### src/sv/id3_pkg.sv
`default_nettype none
package id3_pkg;

   localparam int unsigned HdrLen       = 10;
   localparam int unsigned CountWidth   = 4;
   localparam int unsigned TagSizeWidth = 28;
   localparam int unsigned SizeWidth    = 32;

   localparam logic [7:0] SyncMask  = 8'h7F;
   localparam logic [7:0] SyncLimit = 8'h80;
   localparam logic [7:0] ByteAllOnes = 8'hFF;
   localparam logic [7:0] CharI     = 8'h49;
   localparam logic [7:0] CharD     = 8'h44;
   localparam logic [7:0] Char3     = 8'h33;
   localparam logic [7:0] MajorV3   = 8'h03;
   localparam logic [7:0] MajorV4   = 8'h04;

   // header byte positions
   localparam logic [CountWidth-1:0] PosI        = 4'd0;
   localparam logic [CountWidth-1:0] PosD        = 4'd1;
   localparam logic [CountWidth-1:0] Pos3        = 4'd2;
   localparam logic [CountWidth-1:0] PosMajor    = 4'd3;
   localparam logic [CountWidth-1:0] PosRevision = 4'd4;
   localparam logic [CountWidth-1:0] PosSizeLo   = 4'd6;
   localparam logic [CountWidth-1:0] PosIdEnd    = 4'd4;
   localparam logic [CountWidth-1:0] PosSizeEnd  = 4'd8;
   localparam logic [CountWidth-1:0] PosHdrLast  = 4'd9;

   typedef enum logic [2:0] {
      ST_PARSING = 3'd0,
      ST_BADHDR  = 3'd1,
      ST_VERSION = 3'd2,
      ST_TRUNC   = 3'd3,
      ST_DONE    = 3'd4
   } status_type;

   typedef enum logic [5:0] {
      PH_TAGHDR  = 6'b000001,
      PH_FRMHDR  = 6'b000010,
      PH_PAYLOAD = 6'b000100,
      PH_SKIP    = 6'b001000,
      PH_DONE    = 6'b010000,
      PH_ERROR   = 6'b100000
   } phase_type;

   localparam logic [3:0] ClsOther   = 4'd0;
   localparam logic [3:0] ClsTitle   = 4'd1;
   localparam logic [3:0] ClsArtist  = 4'd2;
   localparam logic [3:0] ClsAlbum   = 4'd3;
   localparam logic [3:0] ClsGenre   = 4'd4;
   localparam logic [3:0] ClsComment = 4'd5;
   localparam logic [3:0] ClsLength  = 4'd6;
   localparam logic [3:0] ClsYear    = 4'd7;
   localparam logic [3:0] ClsTrack   = 4'd8;
   localparam logic [3:0] ClsPicture = 4'd9;

   localparam logic [31:0] IdTit2 = "TIT2";
   localparam logic [31:0] IdTpe1 = "TPE1";
   localparam logic [31:0] IdTalb = "TALB";
   localparam logic [31:0] IdTcon = "TCON";
   localparam logic [31:0] IdComm = "COMM";
   localparam logic [31:0] IdTlen = "TLEN";
   localparam logic [31:0] IdTdrc = "TDRC";
   localparam logic [31:0] IdTrck = "TRCK";
   localparam logic [31:0] IdApic = "APIC";
   localparam logic [31:0] IdTyer = "TYER";

   function automatic logic [3:0] lookup_class(input logic [31:0] id);
      logic [3:0] cls;
      case (id)
         IdTit2:  cls = ClsTitle;
         IdTpe1:  cls = ClsArtist;
         IdTalb:  cls = ClsAlbum;
         IdTcon:  cls = ClsGenre;
         IdComm:  cls = ClsComment;
         IdTlen:  cls = ClsLength;
         IdTdrc:  cls = ClsYear;
         IdTyer:  cls = ClsYear;
         IdTrck:  cls = ClsTrack;
         IdApic:  cls = ClsPicture;
         default: cls = ClsOther;
      endcase
      return cls;
   endfunction

   function automatic logic id_char_ok(input logic [7:0] c);
      return c inside {[8'h41:8'h5A], [8'h30:8'h39]};
   endfunction

endpackage
`default_nettype wire

### src/sv/id3v2_tag_frame_parser_top.sv
`default_nettype none
// Chan Dir Handshake    Fields, each a port behind the channel prefix
// req  in  valid/ready  data_byte[7:0], last_byte
// rsp  out valid/ready  status, frame_class, payload_byte, payload_valid, frame_first, frame_last
//
// One byte per cycle unless rsp stalls: the state updates at the req transfer
// and the result lands in the output register, so rsp_valid follows in the next cycle.
// req_ready is high whenever the output register is empty or is being drained,
// so a stalled rsp holds one result while the block stops taking bytes.
// Synchronous reset returns to the tag header phase; a byte with last set
// also returns the parser to that state after its result.
module id3v2_tag_frame_parser_top (
   input  wire logic       clock,
   input  wire logic       reset,
   input  wire logic       req_valid,
   output logic            req_ready,
   input  wire logic [7:0] req_data_byte,
   input  wire logic       req_last_byte,
   output logic            rsp_valid,
   input  wire logic       rsp_ready,
   output logic [2:0]      rsp_status,
   output logic [3:0]      rsp_frame_class,
   output logic [7:0]      rsp_payload_byte,
   output logic            rsp_payload_valid,
   output logic            rsp_frame_first,
   output logic            rsp_frame_last
);

   localparam int unsigned CW = id3_pkg::CountWidth;
   localparam int unsigned TW = id3_pkg::TagSizeWidth;
   localparam int unsigned SW = id3_pkg::SizeWidth;

   // parser state
   id3_pkg::phase_type  phase_ff, phase_in;
   id3_pkg::status_type fstat_ff, fstat_in;
   logic [CW-1:0] count_ff, count_in;
   logic [TW-1:0] tag_rem_ff, tag_rem_in;
   logic [TW-1:0] frm_rem_ff, frm_rem_in;   // never exceeds the tag size
   logic          is_v4_ff, is_v4_in;
   logic [31:0]   id_ff, id_in;
   logic [SW-1:0] acc_ff, acc_in;
   logic [3:0]    cls_ff, cls_in;

   // output register
   logic       rsp_valid_ff;
   logic [2:0] status_ff, status_in;
   logic [3:0] ocls_ff, ocls_in;
   logic [7:0] obyte_ff, obyte_in;
   logic       opv_ff, opv_in;
   logic       ofirst_ff, ofirst_in;
   logic       olast_ff, olast_in;

   logic          accept;
   logic [TW-1:0] tag_dec;
   logic [TW-1:0] frm_dec;
   logic          bnd_en;       // frame boundary reached
   logic [TW-1:0] bnd_tag;
   logic          hdr_bad;
   logic          ids_ok;

   assign req_ready = !rsp_valid_ff || rsp_ready;
   assign accept    = req_valid && req_ready;
   assign tag_dec   = tag_rem_ff - TW'(1);
   assign frm_dec   = frm_rem_ff - TW'(1);

   assign ids_ok = id3_pkg::id_char_ok(id_ff[31:24]) && id3_pkg::id_char_ok(id_ff[23:16]) &&
                   id3_pkg::id_char_ok(id_ff[15:8])  && id3_pkg::id_char_ok(id_ff[7:0]);

   assign hdr_bad = (count_ff == id3_pkg::PosI && req_data_byte != id3_pkg::CharI) ||
                    (count_ff == id3_pkg::PosD && req_data_byte != id3_pkg::CharD) ||
                    (count_ff == id3_pkg::Pos3 && req_data_byte != id3_pkg::Char3) ||
                    ((count_ff == id3_pkg::PosMajor || count_ff == id3_pkg::PosRevision) &&
                     req_data_byte == id3_pkg::ByteAllOnes) ||
                    (count_ff >= id3_pkg::PosSizeLo && req_data_byte >= id3_pkg::SyncLimit);

   always_comb begin
      phase_in   = phase_ff;
      fstat_in   = fstat_ff;
      count_in   = count_ff;
      tag_rem_in = tag_rem_ff;
      frm_rem_in = frm_rem_ff;
      is_v4_in   = is_v4_ff;
      id_in      = id_ff;
      acc_in     = acc_ff;
      cls_in     = cls_ff;
      bnd_en     = 1'b0;
      bnd_tag    = tag_rem_ff;
      ocls_in    = id3_pkg::ClsOther;
      obyte_in   = 8'h00;
      opv_in     = 1'b0;
      ofirst_in  = 1'b0;
      olast_in   = 1'b0;

      case (phase_ff)
         id3_pkg::PH_TAGHDR: begin
            if (hdr_bad) begin
               fstat_in = id3_pkg::ST_BADHDR;
            end
            if (count_ff == id3_pkg::PosMajor && req_data_byte != id3_pkg::ByteAllOnes) begin
               is_v4_in = (req_data_byte == id3_pkg::MajorV4);
               if (req_data_byte != id3_pkg::MajorV3 && req_data_byte != id3_pkg::MajorV4 &&
                   fstat_in == id3_pkg::ST_PARSING) begin
                  fstat_in = id3_pkg::ST_VERSION;
               end
            end
            if (count_ff >= id3_pkg::PosSizeLo) begin
               acc_in = {4'b0000, acc_ff[20:0], req_data_byte[6:0] & id3_pkg::SyncMask[6:0]};
            end
            if (count_ff != id3_pkg::PosHdrLast) begin
               count_in = count_ff + CW'(1);
            end else if (fstat_in != id3_pkg::ST_PARSING) begin
               phase_in = id3_pkg::PH_ERROR;
            end else begin
               tag_rem_in = acc_in[TW-1:0];
               bnd_en     = 1'b1;
               bnd_tag    = acc_in[TW-1:0];
            end
         end
         id3_pkg::PH_FRMHDR: begin
            tag_rem_in = tag_dec;
            if (count_ff < id3_pkg::PosIdEnd) begin
               id_in = {id_ff[23:0], req_data_byte};
            end else if (count_ff < id3_pkg::PosSizeEnd) begin
               if (is_v4_ff) begin
                  acc_in = {acc_ff[SW-8:0], req_data_byte[6:0]};
               end else begin
                  acc_in = {acc_ff[SW-9:0], req_data_byte};
               end
            end
            if (count_ff != id3_pkg::PosHdrLast) begin
               count_in = count_ff + CW'(1);
            end else if (!ids_ok || acc_ff == '0 || acc_ff > SW'(tag_dec)) begin
               // padding or bad ID, empty or oversized frame: consume rest of tag quietly
               if (tag_dec == '0) begin
                  phase_in = id3_pkg::PH_DONE;
                  fstat_in = id3_pkg::ST_DONE;
               end else begin
                  phase_in = id3_pkg::PH_SKIP;
               end
            end else begin
               cls_in     = id3_pkg::lookup_class(id_ff);
               frm_rem_in = acc_ff[TW-1:0];
               count_in   = '0;
               phase_in   = id3_pkg::PH_PAYLOAD;
            end
         end
         id3_pkg::PH_PAYLOAD: begin
            if (cls_ff != id3_pkg::ClsOther) begin
               ocls_in   = cls_ff;
               obyte_in  = req_data_byte;
               opv_in    = 1'b1;
               ofirst_in = (count_ff == '0);
               olast_in  = (frm_rem_ff == TW'(1));
            end
            count_in   = CW'(1);
            tag_rem_in = tag_dec;
            frm_rem_in = frm_dec;
            if (frm_dec == '0) begin
               bnd_en  = 1'b1;
               bnd_tag = tag_dec;
            end
         end
         id3_pkg::PH_SKIP: begin
            tag_rem_in = tag_dec;
            if (tag_dec == '0) begin
               phase_in = id3_pkg::PH_DONE;
               fstat_in = id3_pkg::ST_DONE;
            end
         end
         default: begin
         end
      endcase

      if (bnd_en) begin
         if (bnd_tag == '0) begin
            phase_in = id3_pkg::PH_DONE;
            fstat_in = id3_pkg::ST_DONE;
         end else if (bnd_tag < TW'(id3_pkg::HdrLen)) begin
            phase_in = id3_pkg::PH_SKIP;
         end else begin
            phase_in = id3_pkg::PH_FRMHDR;
            count_in = '0;
            id_in    = '0;
            acc_in   = '0;
         end
      end

      if (req_last_byte) begin
         if (phase_in == id3_pkg::PH_DONE || phase_in == id3_pkg::PH_ERROR) begin
            status_in = fstat_in;
         end else begin
            status_in = id3_pkg::ST_TRUNC;
         end
      end else if (phase_in == id3_pkg::PH_TAGHDR) begin
         status_in = id3_pkg::ST_PARSING;
      end else begin
         status_in = fstat_in;
      end
   end

   always_ff @(posedge clock) begin
      if (reset) begin
         phase_ff     <= id3_pkg::PH_TAGHDR;
         fstat_ff     <= id3_pkg::ST_PARSING;
         count_ff     <= '0;
         tag_rem_ff   <= '0;
         frm_rem_ff   <= '0;
         is_v4_ff     <= 1'b0;
         id_ff        <= '0;
         acc_ff       <= '0;
         cls_ff       <= '0;
         rsp_valid_ff <= 1'b0;
      end else begin
         if (accept) begin
            rsp_valid_ff <= 1'b1;
            if (req_last_byte) begin
               // rearm for the next tag
               phase_ff   <= id3_pkg::PH_TAGHDR;
               fstat_ff   <= id3_pkg::ST_PARSING;
               count_ff   <= '0;
               tag_rem_ff <= '0;
               frm_rem_ff <= '0;
               is_v4_ff   <= 1'b0;
               id_ff      <= '0;
               acc_ff     <= '0;
               cls_ff     <= '0;
            end else begin
               phase_ff   <= phase_in;
               fstat_ff   <= fstat_in;
               count_ff   <= count_in;
               tag_rem_ff <= tag_rem_in;
               frm_rem_ff <= frm_rem_in;
               is_v4_ff   <= is_v4_in;
               id_ff      <= id_in;
               acc_ff     <= acc_in;
               cls_ff     <= cls_in;
            end
         end else if (rsp_ready) begin
            rsp_valid_ff <= 1'b0;
         end
      end
   end

   always_ff @(posedge clock) begin
      if (accept) begin
         status_ff <= status_in;
         ocls_ff   <= ocls_in;
         obyte_ff  <= obyte_in;
         opv_ff    <= opv_in;
         ofirst_ff <= ofirst_in;
         olast_ff  <= olast_in;
      end
   end

   assign rsp_valid         = rsp_valid_ff;
   assign rsp_status        = status_ff;
   assign rsp_frame_class   = ocls_ff;
   assign rsp_payload_byte  = obyte_ff;
   assign rsp_payload_valid = opv_ff;
   assign rsp_frame_first   = ofirst_ff;
   assign rsp_frame_last    = olast_ff;

   // non-payload results carry zeroed frame fields
   a_quiet_fields: assert property (@(posedge clock) disable iff (reset)
      (rsp_valid_ff && !opv_ff) |-> (ocls_ff == '0 && !ofirst_ff && !olast_ff && obyte_ff == '0))
      else $error("frame fields set without payload_valid");

   a_error_status: assert property (@(posedge clock) disable iff (reset)
      (phase_ff == id3_pkg::PH_ERROR) |->
      (fstat_ff == id3_pkg::ST_BADHDR || fstat_ff == id3_pkg::ST_VERSION))
      else $error("error phase without header error status");

   a_done_status: assert property (@(posedge clock) disable iff (reset)
      (phase_ff == id3_pkg::PH_DONE) |-> (fstat_ff == id3_pkg::ST_DONE))
      else $error("done phase without done status");

   a_frame_fits: assert property (@(posedge clock) disable iff (reset)
      (phase_ff == id3_pkg::PH_PAYLOAD) |-> (frm_rem_ff != '0 && frm_rem_ff <= tag_rem_ff))
      else $error("frame overruns tag");

endmodule
`default_nettype wire

### config.mk
export PLATFORM = sky130hd
export DESIGN_NAME = id3v2_tag_frame_parser_top
export DESIGN_NICKNAME = d
export VERILOG_FILES = /design/src/sv/id3_pkg.sv /design/src/sv/id3v2_tag_frame_parser_top.sv
export SDC_FILE = /design/constraint.sdc
export NUM_CORES = 1
export LEC_CHECK = 0
export BUFFER_PORTS_ARGS = -buffer_cell sky130_fd_sc_hd__buf_2
export CAP_MARGIN = 20
export CORE_MARGIN = 3
export CORE_UTILIZATION = 45
export CTS_CLUSTER_DIAMETER = 40
export CTS_CLUSTER_SIZE = 12
export DETAILED_ROUTE_END_ITERATION = 8
export RECOVER_POWER = 25
export SLEW_MARGIN = 15
export SYNTH_ARGS = -nofsm -noshare
export SYNTH_HDL_FRONTEND = slang
export SYNTH_SLANG_ARGS = --single-unit
### constraint.sdc
create_clock -name clock -period 6.19 [get_ports clock]
set_clock_uncertainty 0.15 [all_clocks]
set_input_delay 0.619 -clock clock [delete_from_list [all_inputs] [get_ports clock]]
set_output_delay 0.619 -clock clock [all_outputs]
set_load 0.005 [all_outputs]
==> qor.tcl <==
set qor(ys.flop_type) {sky130_fd_sc_hd__dfxtp_1}
set qor(grt_overflow_total) 0
set qor(crit_start_category) {flop}
set qor(synth_fa_ha_area_frac) 0.0387
set qor(grt_max_degree) 65
set qor(routed_wire_length_per_instance_um) 23.9
set qor(clock_edge_transition_at_the_registers_on_the_reported_setup_and_hold_paths_ps) 80
set qor(num_rows) 58
set qor(layout_filler_cell_count) 2600
set qor(max_freq_mhz) 178
set qor(hpwlAfterDp_um) 31200
set qor(timing_worst_slew_pin_value_ps) 2250
set qor(timing.critical_path.fanout_max) 7
set qor(first_global_vias) 11300
set qor(rsz0062_at_grt) {false}
set qor(synth_xor_area_frac) 0.0256
set qor(clkSinkCount) 157
set qor(port_buffers) 32
set qor(synth-edff-count) 18
set qor(cts_root_buffer) {sky130_fd_sc_hd__clkbuf_16}
set qor(multiInputGateArea_um2) 7690
set qor(finish.net_count) 1537
set qor(synth_mux_area_frac) 0.0318
set qor(postSynthAreaPerCell_um2) 7.61
set qor(initial_utilization) 0.459
set qor(routed_vias) 12400
set qor(top_level_ports) 33
set qor(gp_congestion) 0.983
set qor(number_of_antenna_violations_at_the_first_check_in_global_routing) 0
set qor(synth.distinct_cells) 87
set qor(grtUsageTotal) 0.308
set qor(synth_fp_nets) 1578
set qor(synth_area_in_simple_gates) 0.279
set qor(final.setup.tns_ps) 0
set qor(drt-initial-drc-count) 1690
set qor(synth_top_family_by_area) {compound AO/OA/AOI/OAI gates}
set qor(grt_use_met1) 0.441
set qor(finalSetupViolations) 0
set qor(synth_seq_cells) 157
set qor(failed_checks) {capacitance limit, slew limit}
set qor(hold_class) {primary input to flop}
set qor(globalRouteMet3Util) 0.0479
set qor(depth_of_the_most_critical_reg_to_reg_path) 18
set qor(total_leakage_power_uw) 0.00467
set qor(final.setup.worst_slack_ps) 585
set qor(fin_crit_sh) 0.905
set qor(endpoint_kind) {flop}
set qor(holdBufCountCts) 0
set qor(cts_resized) 0
set qor(post-route-drc-count) 0
set qor(cp_data_required_time_ps) 6250
set qor(cts_max_path_buffers) 2
set qor(grt_util_met2) 0.484
set qor(fp.dieH_um) 167
set qor(slew_headroom) -0.503
set qor(cts_inserted_buffers) 17
set qor(worst_skew_pair.late_latency_ps) 450
set qor(dr_vias_cell) 6.77
set qor(critical_path_class) {flop to flop}
set qor(grt.busiest_layer) {met2}
set qor(htree_num_levels) 4
set qor(ys_seq_area_frac) 0.286
set qor(power.density_cell_area_nw_per_um2) 189
set qor(die_wd_um) 167
set qor(cells_after_synthesis) 1529
set qor(holdPathStages) 3
set qor(status) {finished, violations left}
set qor(vdd_drop_max_uv) 167
set qor(fp.dieArea_um2) 27800
set qor(synth-warning-count) 0
set qor(core-area_um2) 25300
set qor(final-max-slew-violation-count) 47
set qor(dp_worst_setup_slack_ps) 777
set qor(synth_area_um2) 11600
set qor(post-cts-setup-buffers) 0
set qor(post_synth_main_area_contributors) {sky130_fd_sc_hd__dfxtp_1, sky130_fd_sc_hd__nor2_1, sky130_fd_sc_hd__edfxtp_1, sky130_fd_sc_hd__a21oi_1, sky130_fd_sc_hd__nand2_1}
set qor(syn_to_final_growth_pct) 8.14
set qor(yosysTopAreaCellShare) 0.239
set qor(seq_area_um2) 3320
set qor(residual_antenna_violating_net_count_after_detailed_routing) 0
set qor(synth-compound-area-share) 0.284
set qor(first_pass_grt_wire_length_um) 68500
set qor(final-hold-violation-count) 0
set qor(data_arrival_at_the_endpoint_of_the_critical_path_ps) 5660
set qor(cts_tree) {done}
set qor(proportion_of_register_bits_with_asynchronous_set_or_reset_after_synthesis) 0
set qor(max_cap_viol_count) 1
set qor(min_period_ps) 5600
set qor(final_layout_size_suffix_gt1_frac) 0.0733
set qor(report.power.total_uw) 2380
set qor(final.hold.worst_slack_ps) 266
set qor(synthDominantAreaCellType) {sky130_fd_sc_hd__dfxtp_1}
set qor(wl_um) 43800
set qor(length_of_the_first_detailed_routing_pass_in_iterations) 6
==> routing by layer <==
layer	part of all wire	wire length [um]
met3	0.092	4050
met1	0.43	19000
met4	0.025	1120
met2	0.45	19700
met5	0	0
==> layout by cell type, fill, tap and decap left out, types with 11 or more instances in the layout <==
cell type                   synthesis  final
sky130_fd_sc_hd__nor2_1           180    180
sky130_fd_sc_hd__dfxtp_1          139    139
sky130_fd_sc_hd__nand2_1          123    123
sky130_fd_sc_hd__a21oi_1          105    105
sky130_fd_sc_hd__o21ai_0           91     91
sky130_fd_sc_hd__nor3_1            52     51
sky130_fd_sc_hd__a22o_1            44     44
sky130_fd_sc_hd__nor4_1            42     42
sky130_fd_sc_hd__mux2i_1           37     37
sky130_fd_sc_hd__ha_1              36     36
sky130_fd_sc_hd__inv_1             35     35
sky130_fd_sc_hd__nand3_1           32     32
sky130_fd_sc_hd__buf_4              0     32
sky130_fd_sc_hd__or4_1             25     25
sky130_fd_sc_hd__o22ai_1           23     23
sky130_fd_sc_hd__nand4_1           21     21
sky130_fd_sc_hd__a22oi_1           21     21
sky130_fd_sc_hd__o211ai_1          20     20
sky130_fd_sc_hd__buf_2             11     20
sky130_fd_sc_hd__or3_1             19     19
sky130_fd_sc_hd__xnor2_1           18     18
sky130_fd_sc_hd__o21a_1            18     18
sky130_fd_sc_hd__edfxtp_1          18     18
sky130_fd_sc_hd__clkbuf_16          0     17
sky130_fd_sc_hd__xor2_1            16     16
sky130_fd_sc_hd__o21ai_1           16     16
sky130_fd_sc_hd__clkbuf_1         102     16
sky130_fd_sc_hd__a32oi_1           14     14
sky130_fd_sc_hd__a221oi_1          14     14
sky130_fd_sc_hd__nand4b_1          13     13
sky130_fd_sc_hd__and2_1            17     13
sky130_fd_sc_hd__nor2b_1           12     12
sky130_fd_sc_hd__o31ai_1           14     12
sky130_fd_sc_hd__a211oi_1          12     12
sky130_fd_sc_hd__nor4b_1           11     11
sky130_fd_sc_hd__and3_1            11     11
==> through the flow <==
step / utilization / std cells / instance area (um2)
after detailed placement: 0.473 / 1799 / 12000
final: 0.497 / 1832 / 12600
after global routing: 0.497 / 1831 / 12600
after global placement: 0.473 / 1799 / 12000
after CTS: 0.498 / 1831 / 12600
after floorplan: - / 1529 / 11600
==> power breakdown <==
group          internal, uW  switching, uW
Combinational          51.2            123
Clock                   622            530
Sequential             1040           15.1
==> state kept, by name (all words and copies together), names as in the netlist, 4 cells and up <==
| register | flops |
|---|---|
| count_ff | 4 |
| frm_rem_ff | 28 |
| phase_ff | 6 |
| rsp_frame_class | 4 |
| rsp_payload_byte | 8 |
| acc_ff | 32 |
| cls_ff | 4 |
| id_ff | 32 |
| tag_rem_ff | 28 |
==> cell usage after synthesis, types with 12 or more instances <==
| master | count |
|---|---|
| sky130_fd_sc_hd__nor2_1 | 180 |
| sky130_fd_sc_hd__dfxtp_1 | 139 |
| sky130_fd_sc_hd__nand2_1 | 123 |
| sky130_fd_sc_hd__a21oi_1 | 105 |
| sky130_fd_sc_hd__clkbuf_1 | 102 |
| sky130_fd_sc_hd__o21ai_0 | 91 |
| sky130_fd_sc_hd__nor3_1 | 52 |
| sky130_fd_sc_hd__a22o_1 | 44 |
| sky130_fd_sc_hd__nor4_1 | 42 |
| sky130_fd_sc_hd__mux2i_1 | 37 |
| sky130_fd_sc_hd__ha_1 | 36 |
| sky130_fd_sc_hd__inv_1 | 35 |
| sky130_fd_sc_hd__nand3_1 | 32 |
| sky130_fd_sc_hd__or4_1 | 25 |
| sky130_fd_sc_hd__o22ai_1 | 23 |
| sky130_fd_sc_hd__a22oi_1 | 21 |
| sky130_fd_sc_hd__nand4_1 | 21 |
| sky130_fd_sc_hd__o211ai_1 | 20 |
| sky130_fd_sc_hd__or3_1 | 19 |
| sky130_fd_sc_hd__edfxtp_1 | 18 |
| sky130_fd_sc_hd__o21a_1 | 18 |
| sky130_fd_sc_hd__xnor2_1 | 18 |
| sky130_fd_sc_hd__and2_1 | 17 |
| sky130_fd_sc_hd__o21ai_1 | 16 |
| sky130_fd_sc_hd__xor2_1 | 16 |
| sky130_fd_sc_hd__a221oi_1 | 14 |
| sky130_fd_sc_hd__a32oi_1 | 14 |
| sky130_fd_sc_hd__o31ai_1 | 14 |
| sky130_fd_sc_hd__nand4b_1 | 13 |
| sky130_fd_sc_hd__a211oi_1 | 12 |
| sky130_fd_sc_hd__nor2b_1 | 12 |
==> final cells by class <==
cell class | count | area share
diodes | 1 | 0.000199
well taps | 330 | 0.0328
clock buffers | 18 | 0.0341
flip-flops and latches | 157 | 0.264
clock inverters | 14 | 0.0156
inverters | 35 | 0.0104
repair buffers | 67 | 0.0315
multi-input cells | 1210 | 0.611
==> path summary, 6_finish.rpt <==
check | startpoint | to | slack [ps]
worst max register to register | tag_rem_ff[0] | rsp_status[2] | 590
worst min-delay path | req_valid | rsp_valid | 270
worst max-delay path | tag_rem_ff[0] | rsp_status[2] | 590
worst min register to register | acc_ff[29] | acc_ff[29] | 310
==> cells by family after synthesis <==
| family | after synthesis |
|---|---|
| buffers and inverters | 162 |
| AND/OR/NAND/NOR | 621 |
| adder cells (fa/ha/maj) | 36 |
| multiplexers | 37 |
| XOR/XNOR | 34 |
| AO/OA/AOI/OAI | 482 |
| flip-flops | 157 |
==> worst max-delay path, cell delays in order (launching register included) <==
cell and delay, ps:
sky130_fd_sc_hd__dfxtp_1 380, sky130_fd_sc_hd__inv_1 170, sky130_fd_sc_hd__ha_1 310, sky130_fd_sc_hd__nor3b_1 690, sky130_fd_sc_hd__nand2_1 290, sky130_fd_sc_hd__or4_1 560
sky130_fd_sc_hd__xor2_1 200, sky130_fd_sc_hd__ha_1 330, sky130_fd_sc_hd__nand4_1 150, sky130_fd_sc_hd__nor4_1 410, sky130_fd_sc_hd__mux2i_1 160, sky130_fd_sc_hd__o21bai_1 210
sky130_fd_sc_hd__o211ai_1 140, sky130_fd_sc_hd__o21ai_0 220, sky130_fd_sc_hd__o21ai_0 210, sky130_fd_sc_hd__nand2_1 110, sky130_fd_sc_hd__nor4bb_1 320, sky130_fd_sc_hd__o21a_1 200
sky130_fd_sc_hd__and3b_1 180
(Power assumes the default switching activity.)
